**config.mk**
```make
export PLATFORM = sky130hd
export DESIGN_NAME = mi4_front
export DESIGN_NICKNAME = d
export VERILOG_FILES = /design/src/rtl/mi4_pkg.sv /design/src/rtl/mi4_front.sv
export SDC_FILE = /design/constraint.sdc
export NUM_CORES = 1
export LEC_CHECK = 0
export CAP_MARGIN = 0
export CELL_PAD_IN_SITES_DETAIL_PLACEMENT = 1
export CELL_PAD_IN_SITES_GLOBAL_PLACEMENT = 1
export CORE_MARGIN = 2
export CORE_UTILIZATION = 55
export DETAILED_ROUTE_END_ITERATION = 7
export DONT_BUFFER_PORTS = 1
export GPL_TIMING_DRIVEN = 0
export PLACE_DENSITY_LB_ADDON = 0.1
export SYNTH_ARGS = -nofsm -noshare
export SYNTH_HDL_FRONTEND = slang
export SYNTH_SLANG_ARGS = --single-unit
```
**constraint.sdc**
```tcl
create_clock -name clock -period 5.3 [get_ports clock]
set_input_delay 0.53 -clock clock [delete_from_list [all_inputs] [get_ports clock]]
set_output_delay 0.53 -clock clock [all_outputs]
set_load 0.01 [all_outputs]
```
**src/rtl/mi4_pkg.sv**
```systemverilog
`timescale 1ns / 1ps
package mi4_pkg;

   localparam int FRAC_BITS = 16;
   localparam int PADDR_W   = 3;

   localparam logic signed [63:0] S64_MAX = 64'sh7FFF_FFFF_FFFF_FFFF;
   localparam logic signed [63:0] S64_MIN = 64'sh8000_0000_0000_0000;

   typedef enum logic [2:0] {
      ST_IDLE,
      ST_ADDR,
      ST_LOAD_A,
      ST_MUL_GO,
      ST_MUL_WAIT,
      ST_CHECK,
      ST_DIV_GO,
      ST_DIV_WAIT
   } back_state_type;

   typedef struct packed {
      logic        go;
      logic [30:0] threshold;
   } front_to_back_type;

   // saturating signed 64-bit add
   function automatic logic signed [63:0] sat_add(input logic signed [63:0] a,
                                                  input logic signed [63:0] b);
      logic signed [63:0] s;
      s = a + b;
      if (a[63] == b[63] && s[63] != a[63]) begin
         s = a[63] ? S64_MIN : S64_MAX;
      end
      return s;
   endfunction

   // saturating negate
   function automatic logic signed [63:0] sat_neg(input logic signed [63:0] a);
      return (a == S64_MIN) ? S64_MAX : -a;
   endfunction

   // unsigned magnitude, exact for the most negative value
   function automatic logic [63:0] mag64(input logic signed [63:0] a);
      return a[63] ? (64'd0 - a) : a;
   endfunction

   // n-th member of {0,1,2,3} with excl left out
   function automatic logic [1:0] pick(input logic [1:0] excl, input logic [1:0] n);
      return n + {1'b0, (n >= excl)};
   endfunction

endpackage

```
**src/rtl/mi4_front.sv**
```systemverilog
`timescale 1ns / 1ps
module mi4_front (
   input  logic                         clock,
   input  logic                         reset,
   input  logic                         start,
   input  logic signed [31:0]           req_element,
   output logic                         busy,
   input  logic                         psel,
   input  logic                         penable,
   input  logic                         pwrite,
   input  logic [mi4_pkg::PADDR_W-1:0]  paddr,
   input  logic [31:0]                  pwdata,
   output logic [31:0]                  prdata,
   output logic                         pready,
   input  logic                         back_busy,
   input  logic [3:0]                   rd_addr,
   output logic signed [31:0]           rd_data,
   output mi4_pkg::front_to_back_type   f2b
);

   logic signed [31:0] store_ff [16];
   logic signed [31:0] rd_data_ff;
   logic [3:0]         count_ff, count_in;
   logic               job_ff, job_in;
   logic [30:0]        thr_ff, thr_in;
   logic               accept;
   logic               reg_sel;

   assign busy    = job_ff | back_busy;
   assign accept  = start & ~busy;
   assign reg_sel = (paddr[2] == 1'b0);

   // load counter and one-entry job queue toward the back end
   always_comb begin
      count_in = accept ? count_ff + 4'd1 : count_ff;
      job_in   = job_ff;
      if (accept && count_ff == 4'd15) begin
         job_in = 1'b1;
      end else if (job_ff && !back_busy) begin
         job_in = 1'b0;
      end
      thr_in = thr_ff;
      if (psel && penable && pwrite && reg_sel) begin
         thr_in = pwdata[30:0];
      end
   end

   always_ff @(posedge clock) begin
      if (reset) begin
         count_ff <= 4'd0;
         job_ff   <= 1'b0;
         thr_ff   <= 31'd1;
      end else begin
         count_ff <= count_in;
         job_ff   <= job_in;
         thr_ff   <= thr_in;
      end
   end

   // element store, read data registered
   always_ff @(posedge clock) begin
      if (accept) begin
         store_ff[count_ff] <= req_element;
      end
      rd_data_ff <= store_ff[rd_addr];
   end

   assign rd_data       = rd_data_ff;
   assign prdata        = reg_sel ? {1'b0, thr_ff} : 32'd0;
   assign pready        = 1'b1;
   assign f2b.go        = job_ff;
   assign f2b.threshold = thr_ff;

endmodule

```
==> metrics <==
status=complete, no violations; DRT Pass-1 Iters=7; cell mode on critical path=buf_6; Psw=around 0.0019 W; RR Endpoint=store_ff[1][23]; setup violators final=0; CP Capture Type=flop; most common cell after layout, fill and taps aside=edfxtp_1; initial antenna violation count=0; max-slew violations=0; Syn Area/Cell=20.53 um^2; Crit Path Class=reg -> reg; Die Y=201.2 um; Root Buffer=clkbuf_16; clock power share=41.2%; Pleak=7.700 nW; DP HPWL=30.88 mm; Remaining DRCs=0; sw frac=20.29%; Reg power frac=55.3%; Die W=201.2 um; final core utilization=63.04%; Hold Path Class=in -> reg; CTS resizes=0; Vias=10,490; final period utilization=54.30%; setup bufs post-CTS=0; FP Rows=72; unrepaired setup endpoints after global routing=no; global route overflow=0; NumNets Final=1,209; PwrDens=376.7 nW/um^2; Unique masters post-synth=32; maximum buffer depth of the clock tree=3; hold path start=req_element[20]; drt via density=6.211; VDD IR-drop max=around 240 uV; worst slew pin tran=0.9367 ns; I/O pins=176; CP Buf/Inv Count=2; Post-Syn Nets=1,124; CP Depth=5; register bit total from synthesis=slightly below 600; clk_skew=0.01440 ns; setup_tns=0 ns; Sink Count=580; Max-cap violations=0; Reg2Reg Launch Point=job_ff; pin count of the biggest net entering global routing=23; YS warnings=0; CP arrival=between 3 and 4 ns; CP cell instances=nor3b_1, nand2_1, nor3_2, buf_6, buf_6; Hold Path Stages=0; die area=around 40,000 um^2; most frequent cells in the layout=edfxtp_1, mux4_2, nand2_1; Seq/Total Area, Yosys=78.22%; CTS tree=built; Critical Path Source Type=flop; crit path time final=2.878 ns; H-tree levels=2; Routed Antenna Nets=0; CP max FO=9; gpl congestion=0.7039; Slowest-stage cell, CP=nor3_2; first-pass GRT wire length=roughly 73 mm; layout cells sized above 1=23.06%; routed length per instance=29.10 um; final WL=49.15 mm; Worst EP required=5.59 ns; n_diodes=0; Starting Density=55.49%; hold_buf cts=0; relative slew slack=37.55%; Worst-Skew Late Latency=~0.60 ns; TritonCTS buffer count=56; Worst path max stage delay=between 0.7 and 0.8 ns; placeable core area=about 39,000 um^2; Max Clk Rate=347.5 MHz; combinational share of power=3.5%; Fin. Hold Viols=0; Synth Cell Area=21,400 um^2; Hold Path Sink=store_ff[13][20]; gr usage total=24.91%; clock slew at reported path FFs=0.06 ns; Cell Int Power=0.007298 W; DR iter-0 viols=960; Syn Inst Count=1,042; input/output buffers=0; vias in the first global route=about 11,000; synthesis-to-finish area growth=13.60%; R2R Setup Slk=2.42 ns; delay-heaviest family, CP=simple AND/OR/NAND/NOR gates; Worst R2R Path Depth=5
==> power by group through the flow <==
stage,clock [W],sequential (W),combinational (W)
2_1_floorplan,0,0.00515,0.000221
3_3_place_gp,0,0.00516,0.000310
3_5_place_dp,0,0.00516,0.000325
4_1_cts,0.00383,0.00506,0.000329
5_1_grt,0.00400,0.00506,0.000348
6_report,0.00377,0.00506,0.000323
==> metal layers <==
metal	global-route usage [%]	wire, um
met3	4.551	3097
met5	0	0
met4	9.165	1619
met1	34.31	20200
met2	40.48	24230
==> how the worst max path moves through the flow <==
stage,end,startpoint
final,store_ff[1][23],job_ff
after global routing,store_ff[1][23],job_ff
after CTS,store_ff[1][23],job_ff
after detailed placement,store_ff[1][6],start
after global placement,store_ff[0][9],start
after floorplan,store_ff[0][0],start
==> area by class of cell <==
type                       instances  area (um^2)
multi-input combinational        398         4477
inverter                           2        7.507
tap                              518        648.1
clock inverter                    23        165.2
buffer                            62        286.5
sequential                       580        16740
timing repair buffer              27        427.9
fill                            3258        14250
clock buffer                      79         1559
==> Yosys cell counts (all sizes together) <==
cell type / instances / area [um^2]
edfxtp: 512 / 15370
mux4: 128 / 2883
nand2: 98 / 367.9
dfxtp: 68 / 1361
a22oi: 64 / 480.5
nor2b: 33 / 206.5
clkbuf: 32 / 120.1
a21oi: 31 / 155.2
buf: 30 / 166.4
nor2: 17 / 63.81
ha: 4 / 50.05
nor3: 4 / 20.02
conb: 2 / 7.510
inv: 2 / 7.510
nand2b: 2 / 12.51
and2: 1 / 6.260
and4b: 1 / 10.01
mux2i: 1 / 10.01
nand3: 1 / 5.000
nand3b: 1 / 7.510
nand4b: 1 / 8.760
nand4bb: 1 / 11.26
nor3b: 1 / 7.510
o21ai: 1 / 5.000
o2bb2a: 1 / 10.01
or2: 1 / 6.260
or3: 1 / 6.260
or3b: 1 / 8.760
xnor2: 1 / 8.760
xor2: 1 / 8.760
==> sequential cells by signal (all words and copies together) (netlist names) <==
register  flops
thr_ff       31
store_ff    512
count_ff      4
rd_data      32
job_ff        1
==> kinds of logic after synthesis <==
family / synth area share, %
compound gates: 3.041
xor+xnor: 0.08188
fa+ha+maj: 0.2339
buf+inv: 1.374
flops: 78.22
mux: 13.52
other cells: 0.03510
simple gates: 3.497
==> stage by stage <==
stage          instances  setup slack (ns)  hold WS [ns]  total power, W  cell area [um^2]
4_1_cts             1689             2.359      0.004293        0.009215             24310
6_report            1689             2.422       0.02717        0.009156             24310
2_1_floorplan       1042             1.425        0.4883        0.005373             21400
5_1_grt             1689             2.228      0.002896        0.009409             24310
3_3_place_gp        1560            -1.302        0.5025        0.005469             22040
3_5_place_dp        1587             2.201        0.5121        0.005483             22580
Note: power is estimated with default switching activity, not from simulation.
